<file path="src/rtl/kmcc_pkg.sv">
// Shared types, constants and helpers for the k-way merge and coalesce block.
`default_nettype none
package kmcc_pkg;

  localparam int unsigned MAX_STREAMS = 16;
  localparam int unsigned SIDX_W      = $clog2(MAX_STREAMS);
  localparam int unsigned FILL_W      = $clog2(MAX_STREAMS + 1);
  localparam int unsigned CFG_W       = 5;
  localparam int unsigned KEY_W       = 32;
  localparam int unsigned CNT_W       = 32;
  localparam logic [CNT_W-1:0] SUM_MAX = '1;

  typedef struct packed {
    logic        stream_ended;
    logic [15:0] row;
    logic [15:0] col;
    logic [31:0] count;
  } in_item_t;

  typedef struct packed {
    logic        record_valid;
    logic [15:0] out_row;
    logic [15:0] out_col;
    logic [31:0] out_count;
    logic [3:0]  want_stream;
    logic        finished;
  } out_item_t;

  typedef enum logic [2:0] {
    ST_IDLE,
    ST_DECIDE,
    ST_SCAN,
    ST_REMOVE,
    ST_EMIT
  } state_t;

  // Controller to datapath commands.
  typedef struct packed {
    logic accept;
    logic prime_step;
    logic finish;
    logic scan_start;
    logic scan_step;
    logic remove;
    logic load_out;
  } ctl_cmd_t;

  // Datapath to controller status.
  typedef struct packed {
    logic priming;
    logic prime_more;
    logic heap_empty;
    logic heap_single;
    logic scan_last;
    logic out_free;
  } dp_status_t;

  // Clamp the register value into the legal stream count range.
  function automatic logic [FILL_W-1:0] active_streams(input logic [CFG_W-1:0] cfg);
    logic [FILL_W-1:0] n;
    if (cfg == '0) begin
      n = FILL_W'(1);
    end else if (32'(cfg) > MAX_STREAMS) begin
      n = FILL_W'(MAX_STREAMS);
    end else begin
      n = FILL_W'(cfg);
    end
    return n;
  endfunction

endpackage
`default_nettype wire

</file>
<file path="src/rtl/kmcc_ctrl.sv">
// Sequencing state machine for the merge: accept, decide, scan, remove, emit.
`default_nettype none
module kmcc_ctrl
  import kmcc_pkg::*;
(
  input  wire logic       clk,
  input  wire logic       rst,
  input  wire logic       in_valid,
  output logic            in_stall,
  input  wire dp_status_t status,
  output ctl_cmd_t        cmd
);

  state_t state;
  state_t state_next;

  always_ff @(posedge clk) begin
    if (rst) begin
      state <= ST_IDLE;
    end else begin
      state <= state_next;
    end
  end

  always_comb begin
    state_next = state;
    cmd        = '0;
    in_stall   = rst || (state != ST_IDLE);
    unique case (state)
      ST_IDLE: begin
        if (in_valid && !rst) begin
          cmd.accept = 1'b1;
          state_next = ST_DECIDE;
        end
      end
      ST_DECIDE: begin
        if (status.priming && status.prime_more) begin
          cmd.prime_step = 1'b1;
          state_next     = ST_EMIT;
        end else if (status.heap_empty) begin
          cmd.finish = 1'b1;
          state_next = ST_EMIT;
        end else begin
          cmd.scan_start = 1'b1;
          state_next     = status.heap_single ? ST_REMOVE : ST_SCAN;
        end
      end
      ST_SCAN: begin
        cmd.scan_step = 1'b1;
        if (status.scan_last) begin
          state_next = ST_REMOVE;
        end
      end
      ST_REMOVE: begin
        cmd.remove = 1'b1;
        state_next = ST_EMIT;
      end
      ST_EMIT: begin
        if (status.out_free) begin
          cmd.load_out = 1'b1;
          state_next   = ST_IDLE;
        end
      end
      default: begin
        state_next = ST_IDLE;
      end
    endcase
  end

endmodule
`default_nettype wire

</file>
<file path="src/rtl/kmcc_dpath.sv">
// Head table, candidate list, pending record and output register of the merge.
`default_nettype none
module kmcc_dpath
  import kmcc_pkg::*;
(
  input  wire logic             clk,
  input  wire logic             rst,
  input  wire logic             cfg_valid,
  input  wire logic [CFG_W-1:0] cfg_data,
  input  wire in_item_t         in_data,
  input  wire ctl_cmd_t         cmd,
  output dp_status_t            status,
  output logic                  out_valid,
  input  wire logic             out_stall,
  output out_item_t             out_data
);

  logic [KEY_W-1:0]  head_keys   [MAX_STREAMS];
  logic [CNT_W-1:0]  head_counts [MAX_STREAMS];
  logic [SIDX_W-1:0] heap_order  [MAX_STREAMS];

  logic [CFG_W-1:0]  streams_in_use;
  logic [FILL_W-1:0] heap_fill;
  logic [FILL_W-1:0] priming_index;
  logic              merging;
  logic [SIDX_W-1:0] requested_stream;
  logic [KEY_W-1:0]  pending_key;
  logic [CNT_W-1:0]  pending_sum;
  logic              pending_valid;

  logic [SIDX_W-1:0] scan_idx;
  logic [SIDX_W-1:0] best_pos;
  logic [SIDX_W-1:0] best_stream;
  logic [KEY_W-1:0]  best_key;
  out_item_t         result;
  out_item_t         result_next;

  logic [FILL_W-1:0] n_active;
  logic [SIDX_W-1:0] last_pos;
  logic [SIDX_W-1:0] ord_addr;
  logic [SIDX_W-1:0] ord_rd;
  logic [KEY_W-1:0]  key_rd;
  logic [CNT_W-1:0]  best_cnt;
  logic              better;
  logic              coalesce;
  logic [CNT_W:0]    sum_wide;
  logic [CNT_W-1:0]  sum_sat;
  logic [FILL_W:0]   prime_inc;

  assign n_active  = active_streams(streams_in_use);
  assign last_pos  = SIDX_W'(heap_fill - FILL_W'(1));
  assign prime_inc = {1'b0, priming_index} + (FILL_W+1)'(1);

  // One read port on the candidate list: tail on removal, slot 0 at scan start, scan index otherwise.
  always_comb begin
    if (cmd.remove) begin
      ord_addr = last_pos;
    end else if (cmd.scan_start) begin
      ord_addr = '0;
    end else begin
      ord_addr = scan_idx;
    end
  end

  assign ord_rd   = heap_order[ord_addr];
  assign key_rd   = head_keys[ord_rd];
  assign best_cnt = head_counts[best_stream];
  assign better   = (key_rd < best_key) || ((key_rd == best_key) && (ord_rd < best_stream));
  assign coalesce = pending_valid && (best_key == pending_key);
  assign sum_wide = {1'b0, pending_sum} + {1'b0, best_cnt};
  assign sum_sat  = sum_wide[CNT_W] ? SUM_MAX : sum_wide[CNT_W-1:0];

  always_comb begin
    status.priming     = !merging;
    status.prime_more  = prime_inc < {1'b0, n_active};
    status.heap_empty  = (heap_fill == '0);
    status.heap_single = (heap_fill == FILL_W'(1));
    status.scan_last   = ({1'b0, scan_idx} == FILL_W'(last_pos));
    status.out_free    = !out_valid || !out_stall;
  end

  // Stage the result of the step being decided.
  always_comb begin
    result_next = result;
    if (cmd.prime_step) begin
      result_next             = '0;
      result_next.want_stream = prime_inc[SIDX_W-1:0];
    end else if (cmd.finish) begin
      result_next          = '0;
      result_next.finished = 1'b1;
      if (pending_valid) begin
        result_next.record_valid = 1'b1;
        result_next.out_row      = pending_key[31:16];
        result_next.out_col      = pending_key[15:0];
        result_next.out_count    = pending_sum;
      end
    end else if (cmd.remove) begin
      result_next             = '0;
      result_next.want_stream = best_stream;
      if (pending_valid && !coalesce) begin
        result_next.record_valid = 1'b1;
        result_next.out_row      = pending_key[31:16];
        result_next.out_col      = pending_key[15:0];
        result_next.out_count    = pending_sum;
      end
    end
  end

  // Head table and candidate list: undefined until written, no reset.
  always_ff @(posedge clk) begin
    if (cmd.accept && !in_data.stream_ended && !heap_fill[FILL_W-1]) begin
      head_keys[requested_stream]          <= {in_data.row, in_data.col};
      head_counts[requested_stream]        <= in_data.count;
      heap_order[heap_fill[SIDX_W-1:0]]    <= requested_stream;
    end
    if (cmd.remove) begin
      heap_order[best_pos] <= ord_rd;
    end
  end

  // Scan registers and the staged result.
  always_ff @(posedge clk) begin
    if (cmd.scan_start) begin
      scan_idx    <= SIDX_W'(1);
      best_pos    <= '0;
      best_stream <= ord_rd;
      best_key    <= key_rd;
    end else if (cmd.scan_step) begin
      scan_idx <= scan_idx + SIDX_W'(1);
      if (better) begin
        best_pos    <= scan_idx;
        best_stream <= ord_rd;
        best_key    <= key_rd;
      end
    end

    result <= result_next;

    if (cmd.load_out) begin
      out_data <= result;
    end
  end

  // Control state of the merge.
  always_ff @(posedge clk) begin
    if (rst) begin
      streams_in_use   <= CFG_W'(MAX_STREAMS);
      heap_fill        <= '0;
      priming_index    <= '0;
      merging          <= 1'b0;
      requested_stream <= '0;
      pending_key      <= '0;
      pending_sum      <= '0;
      pending_valid    <= 1'b0;
      out_valid        <= 1'b0;
    end else begin
      if (cfg_valid) begin
        streams_in_use <= cfg_data;
      end

      if (cmd.accept && !in_data.stream_ended && !heap_fill[FILL_W-1]) begin
        heap_fill <= heap_fill + FILL_W'(1);
      end else if (cmd.remove) begin
        heap_fill <= heap_fill - FILL_W'(1);
      end

      if (cmd.prime_step) begin
        priming_index    <= prime_inc[FILL_W-1:0];
        requested_stream <= prime_inc[SIDX_W-1:0];
      end else if (cmd.scan_start && !merging) begin
        priming_index <= prime_inc[FILL_W-1:0];
        merging       <= 1'b1;
      end else if (cmd.finish) begin
        priming_index    <= '0;
        merging          <= 1'b0;
        pending_valid    <= 1'b0;
        pending_key      <= '0;
        pending_sum      <= '0;
        requested_stream <= '0;
      end else if (cmd.remove) begin
        requested_stream <= best_stream;
        pending_valid    <= 1'b1;
        if (coalesce) begin
          pending_sum <= sum_sat;
        end else begin
          pending_key <= best_key;
          pending_sum <= best_cnt;
        end
      end

      if (cmd.load_out) begin
        out_valid <= 1'b1;
      end else if (!out_stall) begin
        out_valid <= 1'b0;
      end
    end
  end

endmodule
`default_nettype wire

</file>
<file path="src/rtl/kway_merge_count_coalesce_core.sv">
// Top level of the k-way merge with duplicate-key count coalescing.
//
// Usage: the block drives want_stream in every result; the source answers
// with one input transaction for that stream (stream 0 after reset and after
// finished). The first results prime the candidate set by asking for streams
// 1..n-1; each later one pops the smallest key (ties to the lower stream),
// emits the pending record when the key changes or sums into it (saturating
// at all ones), and names the popped stream. stream_ended drops a stream.
// When no candidate is left, the pending record is flushed with finished set.
// Every input transaction yields exactly one output transaction.
// Priming and flush results are staged in the decide step and loaded into
// the output register in the emit step; a merge result first scans the live
// candidates in the head table, one entry per cycle, then removes the best
// one before the emit step. The input reopens in the cycle after the result
// is loaded. The output register holds a result while out_stall
// is high; the next input can be taken meanwhile, and only a second
// result waits. Reset (rst, synchronous) empties the candidate set, drops
// the pending record, restarts priming and sets streams_in_use to 16.
// cfg_ready is always high; write the register only while idle.
`default_nettype none
module kway_merge_count_coalesce_core
  import kmcc_pkg::*;
(
  input  wire logic             clk,
  input  wire logic             rst,
  input  wire logic             cfg_valid,
  output logic                  cfg_ready,
  input  wire logic [CFG_W-1:0] cfg_data,
  input  wire logic             in_valid,
  output logic                  in_stall,
  input  wire in_item_t         in_data,
  output logic                  out_valid,
  input  wire logic             out_stall,
  output out_item_t             out_data
);

  ctl_cmd_t   cmd;
  dp_status_t status;

  // Register writes are always taken.
  assign cfg_ready = 1'b1;

  kmcc_ctrl u_ctrl (
    .clk      (clk),
    .rst      (rst),
    .in_valid (in_valid),
    .in_stall (in_stall),
    .status   (status),
    .cmd      (cmd)
  );

  kmcc_dpath u_dpath (
    .clk       (clk),
    .rst       (rst),
    .cfg_valid (cfg_valid && cfg_ready),
    .cfg_data  (cfg_data),
    .in_data   (in_data),
    .cmd       (cmd),
    .status    (status),
    .out_valid (out_valid),
    .out_stall (out_stall),
    .out_data  (out_data)
  );

endmodule
`default_nettype wire

</file>
<file path="config.mk">
export PLATFORM = sky130hd
export DESIGN_NAME = kway_merge_count_coalesce_core
export DESIGN_NICKNAME = d
export VERILOG_FILES = /design/src/rtl/kmcc_pkg.sv /design/src/rtl/kmcc_ctrl.sv /design/src/rtl/kmcc_dpath.sv /design/src/rtl/kway_merge_count_coalesce_core.sv
export SDC_FILE = /design/constraint.sdc
export NUM_CORES = 2
export LEC_CHECK = 0
export ABC_AREA = 1
export BUFFER_PORTS_ARGS = -buffer_cell sky130_fd_sc_hd__buf_2
export CAP_MARGIN = 10
export CORE_MARGIN = 4
export CORE_UTILIZATION = 60
export DETAILED_ROUTE_END_ITERATION = 10
export GPL_TIMING_DRIVEN = 0
export HOLD_SLACK_MARGIN = 0.03
export PLACE_DENSITY = 0.74
export SLEW_MARGIN = 20
export SYNTH_ARGS = -nofsm -noshare
export SYNTH_HDL_FRONTEND = slang
export SYNTH_SLANG_ARGS = --single-unit
</file>
<file path="constraint.sdc">
create_clock -name clk -period 13.15 [get_ports clk]
set_input_delay 1.315 -clock clk [delete_from_list [all_inputs] [get_ports clk]]
set_output_delay 1.315 -clock clk [all_outputs]
set_load 0.005 [all_outputs]
</file>
### After elaboration in Yosys (flattened, before gate mapping)

Memory sizes are Yosys's and may differ from the RTL's. A register that Yosys moved wholly into a read port is not among the register bits.
Index checks and enable logic that the tools add are counted.

| word-level totals | value |
|---|---|
| flip-flop bits (word level) | 273 |
| memory bits (writable) | 1088 |
| memories kept | 3 |

| cells by class | value |
|---|---|
| add/sub/neg operators | 5 |
| magnitude comparators | 4 |
| eq/ne operators | 14 |
| multiplexer cells | 63 |
| bitwise logic cells | 2 |
| reduce and logical (&&, ||, !) cells | 37 |

Memory list:

| memory | words | width | rd ports | clocked after Yosys merged registers in | write ports | RTL line | RTL |
|---|---|---|---|---|---|---|---|
| u_dpath.head_counts | 16 | 32 | 1 | 1 | 1 | kmcc_dpath.sv:19 | `logic [CNT_W-1:0] head_counts [MAX_STREAMS];` |
| u_dpath.head_keys | 16 | 32 | 1 | 0 | 1 | kmcc_dpath.sv:18 | `logic [KEY_W-1:0] head_keys [MAX_STREAMS];` |
| u_dpath.heap_order | 16 | 4 | 1 | 0 | 1 | kmcc_dpath.sv:20 | `logic [SIDX_W-1:0] heap_order [MAX_STREAMS];` |

Operators with widths:

| kind | number |
|---|---|
| $mux 32 | 10 |
| $mux 70 | 2 |
| $mux 65 | 2 |
| $eq 32x32->1 | 2 |
| $mux 4 | 12 |
| $mux 5 | 8 |
| $add 32x32->33 | 1 |
| $lt 32x32->1 | 1 |
| $mux 1 | 21 |
| $mux 3 | 6 |
| $pmux 3 s5 | 1 |
| $logic_not 5->1 | 2 |
| $reduce_bool 2->1 | 5 |
| $reduce_bool 3->1 | 3 |
| $logic_and 1x1->1 | 8 |
| $ne 2x2->1 const B | 4 |
| $reduce_and 2->1 | 4 |
| $logic_not 1->1 | 7 |
| $add 5x1->6 const B | 1 |
| $eq 3x2->1 const B | 2 |
| $lt 6x5->1 | 1 |
| $reduce_and 3->1 | 2 |
| $add 5x1->5 const B | 1 |
| $eq 5x1->1 const B | 1 |
| 14 further kinds | 18 |

### Depth between registers and ports, before layout

An unclocked memory read counts as a cell.

| depth | value |
|---|---|
| depth after elaboration | 18 |
| mapped depth | 42 |
| gate-level depth less buffers | 38 |

### Cells and area by module

From an unflattened synthesis, not the netlist that was laid out.

| unflattened totals | value |
|---|---|
| cell total of the unflattened synthesis | 4989 |
| area total of the unflattened synthesis | 57516.4 sq um |

By module, submodules not included:

| module | instances | cells each | area an instance (sq um) | sequential area each (sq um) |
|---|---|---|---|---|
| kmcc_dpath | 1 | 4945 | 57257.4 | 39257.7 |
| kmcc_ctrl | 1 | 42 | 247.7 | 60.1 |
| kway_merge_count_coalesce_core | 1 | 2 | 11.3 | 0.0 |

### Worst setup path after synthesis

OpenSTA, ideal clock, no wires.

| timing | value |
|---|---|
| path kind | input to register |
| start | input rst |
| end | memory u_dpath.head_counts[0][0], enable pin |
| arrival | 5156 ps |
| data required time | 12663 ps |
| path slack | 7507 ps |
| stages | 5 |
| buffers on the path | 0 |
| cells stage by stage | inv_1 nand2_1 nor4_1 nand3_1 nor2_1 |

| between the ends | value |
|---|---|
| longest elaborated chain between the ends | 8 |

Ends and longest elaborated chain:

| item | RTL line | RTL |
|---|---|---|
| start, declared | kway_merge_count_coalesce_core.sv:25 | `input wire logic rst,` |
| $logic_not 1->1 | kmcc_ctrl.sv:31 | `if (in_valid && !rst) begin` |
| $logic_and 1x1->1 | kmcc_ctrl.sv:31 |  |
| $mux 1 | kmcc_ctrl.sv:31 |  |
| $mux 1 | kmcc_ctrl.sv:29 | `unique case (state)` |
| $logic_and 1x1->1 (2 in series) | kmcc_dpath.sv:111 | `if (cmd.accept && !in_data.stream_ended && !heap_fill[FILL_W-1]) begin` |
| $mux 1 | kmcc_dpath.sv:111 |  |
| $mux 1 (not written as such) | kmcc_dpath.sv:113 | `head_counts[requested_stream] <= in_data.count;` |
| end, declared | kmcc_dpath.sv:19 |  |

No other way between the ends.

### Final worst setup path

| timing | value |
|---|---|
| start | register u_dpath.priming_index[0] |
| end | register u_dpath.best_key[28], enable pin |

| between the ends | value |
|---|---|
| longest elaborated chain between the ends | 14 |

Ends and longest elaborated chain:

| item | RTL line | RTL |
|---|---|---|
| start, declared | kmcc_dpath.sv:24 | `logic [FILL_W-1:0] priming_index;` |
| start signal, assigned | kmcc_dpath.sv:168 | `priming_index <= prime_inc[FILL_W-1:0];` |
| start signal, assigned | kmcc_dpath.sv:171 | `priming_index <= prime_inc[FILL_W-1:0];` |
| $add 5x1->6 * | kmcc_dpath.sv:52 | `assign prime_inc = {1'b0, priming_index} + (FILL_W+1)'(1);` |
| $lt 6x5->1 * | kmcc_dpath.sv:75 | `status.prime_more = prime_inc < {1'b0, n_active};` |
| $logic_and 1x1->1 * | kmcc_ctrl.sv:37 | `if (status.priming && status.prime_more) begin` |
| $mux 2 * | kmcc_ctrl.sv:37 |  |
| $mux 3 * | kmcc_ctrl.sv:29 |  |
| $mux 4 * | kmcc_dpath.sv:58 | `end else if (cmd.scan_start) begin` |
| $mux 4 * | kmcc_dpath.sv:56 | `if (cmd.remove) begin` |
| $mem_v2 16x4 * | - |  |
| $mem_v2 16x32 * | - |  |
| named net u_dpath.key_rd[17] | kmcc_dpath.sv:42 | `logic [KEY_W-1:0] key_rd;` |
| parallel branches: the longest is 2 deep, another holds $lt 32x32->1 | - |  |
| $logic_or 1x1->1 * | kmcc_dpath.sv:68 | `assign better = (key_rd < best_key) \|\| ((key_rd == best_key) && (ord_rd < best_stream));` |
| $reduce_bool 2->1 (no source line) * | - |  |
| $reduce_and 2->1 (no source line) * | - |  |
| end signal, assigned | kmcc_dpath.sv:127 | `best_key <= key_rd;` |
| end signal, assigned | kmcc_dpath.sv:133 | `best_key <= key_rd;` |
| end, declared | kmcc_dpath.sv:34 | `logic [KEY_W-1:0] best_key;` |

Mark *: on every way through the listed nets, which the timed path passes.
A chain may end at the register's enable or synchronous reset.

==> summary.md <==
| Metric | Value |
|---|---|
| Status | `finished clean` |
| Top-area cell type share of the netlist area | `0.639` |
| Setup crit start kind | `flip-flop` |
| CTS tree | `yes` |
| Synth cell count leaders | `edfxtp_1 (1198), nand2_1 (912), nand3_1 (619)` |
| Worst-Margin Slew | `1130 ps` |
| Leakage power | `23.3 nW` |
| Synthesis Warnings | `0` |
| Post-Synthesis Cells | `4697` |
| Syn_area_per_cell | `12.0 sq um` |
| Worst-path clk slew | `60 ps` |
| RSZ-0062 raised after global routing | `false` |
| Sw Ratio | `0.334` |
| Drt pass-1 iters | `8` |
| Count of state elements after synthesis | `1365` |
| Synth Area in XOR/XNOR | `0.00886` |
| Residual DRC | `0` |
| Fmax | `135 MHz` |
| Max-Cap Viols | `0` |
| H-tree levels | `4` |
| Num CTS Buffers | `136` |
| Count leader, synth | `edfxtp_1` |
| Sink Count | `1365` |
| Sequential area share after synthesis | `0.698` |
| Critical path class | `flip-flop to flip-flop` |
| Vertical die dimension | `314 um` |
| Die area | `98800 sq um` |
| Global placement routability congestion | `0.915` |
| Rows | `112` |
| Worst Hold Class | `flip-flop to flip-flop` |
| Setup crit end kind | `flip-flop` |
| Final WL | `156 mm` |
| Remaining antenna violation count | `0` |
| Port Buf Inserts | `146` |
| Net Switching | `3.90 mW` |
| DP Wirelength | `107 mm` |
| Synth area leader | `edfxtp_1` |
| Initial antenna violation count | `12` |
| Share of layout cells above drive strength 1 | `0.106` |
| Crit path required time | `13590 ps` |
| Compound-Gate Fraction of Synth Area | `0.0788` |
| Drt wl/cell | `24.3 um` |
| Clk_lat worst skew | `760 ps` |
| Ys async rst share | `0` |
| Vias in the first global route | `37900` |
| Grt ovf | `0` |
| Critical path's top delay family | `simple AND/OR/NAND/NOR gates` |
| PD cells | `181 nW/um^2` |
| Part of the power in registers | `0.419` |
| Final hold violations | `0` |
| Comb pwr share | `0.265` |
| Clk root buf | `clkbuf_16` |
| Layout area overhead | `14.4%` |
| Post-Syn Area | `56300 sq um` |
| Final Util | `0.691` |
| Layout Nets | `5195` |
| Sum Neg Setup Slack | `0 ps` |
| Die Wd | `314 um` |
| Core area | `93200 sq um` |
| Post-Syn Nets | `4849` |
| Initial DRC Count | `5969` |
| Unique cell type count in the Yosys netlist | `57` |
| Clk pwr share | `0.315` |
| Worst-path fanout max | `31` |
| Synth Flop Type | `edfxtp_1` |
| Worst path slowest cell | `buf_2` |
| Postcts setup bufs | `0` |
| CTS Hold Bufs | `0` |
| Buf+Inv Stages, Crit Path | `9` |
| Pint | `7.79 mW` |
| First-pass GRT wire length | `232 mm` |
| Max Slew Vio Count | `0` |
| Mux contribution to synthesized area | `0.0228` |
| Initial core utilization | `0.604` |
| CTS max path bufs | `3` |
| Total number of vias | `39300` |
| Via/cell ratio | `6.14` |
| Adder-Cell Fraction of Synth Area | `0.0172` |
| Simple logic cell fraction of the synthesized area | `0.129` |
| Largest cells by area after synthesis | `edfxtp_1 (64%), nand2_1 (6.1%), dfxtp_1 (5.9%)` |
| Final Setup Violations | `0` |
| Total track usage | `0.314` |
| Worst EP arrival | `7850 ps` |
| Worst path max stage delay | `420 ps` |
| Most frequent CP cell | `nand3_1` |
| Period utilization | `0.564` |
| Largest net degree at the start of global routing | `32` |
| # resized after CTS | `0` |
| Max-Slew Margin vs Limit | `0.248` |
| VDD IR max | `0.150 mV` |
| Main combinational cell family by area after synthesis | `simple AND/OR/NAND/NOR gates` |
| I/O Pins | `148` |
| Post-synth EDFFs | `1198` |
| Setup Skew | `36.6 ps` |
| Post-layout min period | `7410 ps` |
metal layers:
metal | GRT usage | up-vias | wire length, um
met2 | 0.476 | 2528 | 69500
met4 | 0.123 | 8 | 5940
li1 | - | 17500 | -
met5 | 0 | - | 53
met1 | 0.438 | 18900 | 59900
met3 | 0.0860 | 421 | 20200
per-stage QoR:
step | power, mW | cells | instance area [sq um] | hold slack (ps) | setup slack [ps]
final | 11.7 | 6403 | 64400 | 417 | 5740
after global routing | 12.1 | 6402 | 64400 | 421 | 5240
after CTS | 11.6 | 6397 | 64400 | 418 | 5800
after detailed placement | 7.98 | 6159 | 60200 | 405 | 5810
after global placement | 7.85 | 6097 | 58600 | 403 | 3160
after floorplan | 6.79 | 4697 | 56300 | 400 | 7510
sequential cells by signal, summed over array words and instances (netlist names), 32 cells and up, named ones only:
name / count
u_dpath.pending_key: 32
u_dpath.head_keys: 512
u_dpath.out_data: 70
u_dpath.heap_order: 64
u_dpath.best_key: 32
u_dpath.result: 70
u_dpath.head_counts: 512
u_dpath.pending_sum: 32
cell families (layout without fill, tap and decap cells):
| kind of cell | after synthesis | count (layout) |
|---|---|---|
| fa+ha+maj | 77 | 77 |
| compound gates | 771 | 771 |
| other cells | 1 | 7 |
| flops | 1365 | 1365 |
| xor+xnor | 57 | 57 |
| mux | 128 | 128 |
| buf+inv | 618 | 1064 |
| simple gates | 1680 | 1680 |
power by group through the flow:
stage | clock network, mW | registers (mW) | logic [mW]
floorplan | 0 | 5.00 | 1.79
global placement | 0 | 5.01 | 2.84
detailed placement | 0 | 4.99 | 2.99
CTS | 3.70 | 4.90 | 3.02
global route | 3.89 | 4.91 | 3.34
finish | 3.69 | 4.90 | 3.10
placed cells by master, fill, tap and decap left out, types with 14 or more instances in the layout:
master	count
xor2_1	19
clkbuf_1	163
buf_16	34
nand2_1	911
buf_4	24
a31oi_1	14
buf_1	31
nand4_1	16
nand3_1	619
inv_1	346
dfxtp_1	167
nor2_4	17
xnor2_1	38
mux2i_1	128
ha_1	76
o21ai_0	276
o211ai_1	166
buf_12	26
edfxtp_1	1198
nor2_1	76
clkinv_1	25
buf_2	218
a21oi_1	275
clkinv_2	17
clkbuf_16	142
path summary, 6_finish.rpt:
path | from | depth (start not counted) | slack [ps] | endpoint
hold reg to reg | u_dpath.result[2]$_DFFE_PP_ | 0 | 420 | u_dpath.out_data[2]$_DFFE_PP_
hold / removal | u_dpath.result[2]$_DFFE_PP_ | 0 | 420 | u_dpath.out_data[2]$_DFFE_PP_
setup / recovery | u_dpath.priming_index[0]$_SDFFE_PP0P_ | 37 | 5740 | u_dpath.best_key[28]$_DFFE_PP_
setup reg to reg | u_dpath.priming_index[0]$_SDFFE_PP0P_ | 37 | 5740 | u_dpath.best_key[28]$_DFFE_PP_
final cells by class:
class | instances | area (sq um)
Buffer | 261 | 1200
Clock buffer | 180 | 3740
Antenna cell | 6 | 15.0
Fill cell | 6385 | 28800
Multi-Input combinational cell | 2714 | 14600
Sequential cell | 1365 | 39300
Timing Repair Buffer | 208 | 2200
Tap cell | 1254 | 1570
Inverter | 357 | 1340
Clock inverter | 58 | 438
No activity file was read; power rests on OpenSTA's default activity.
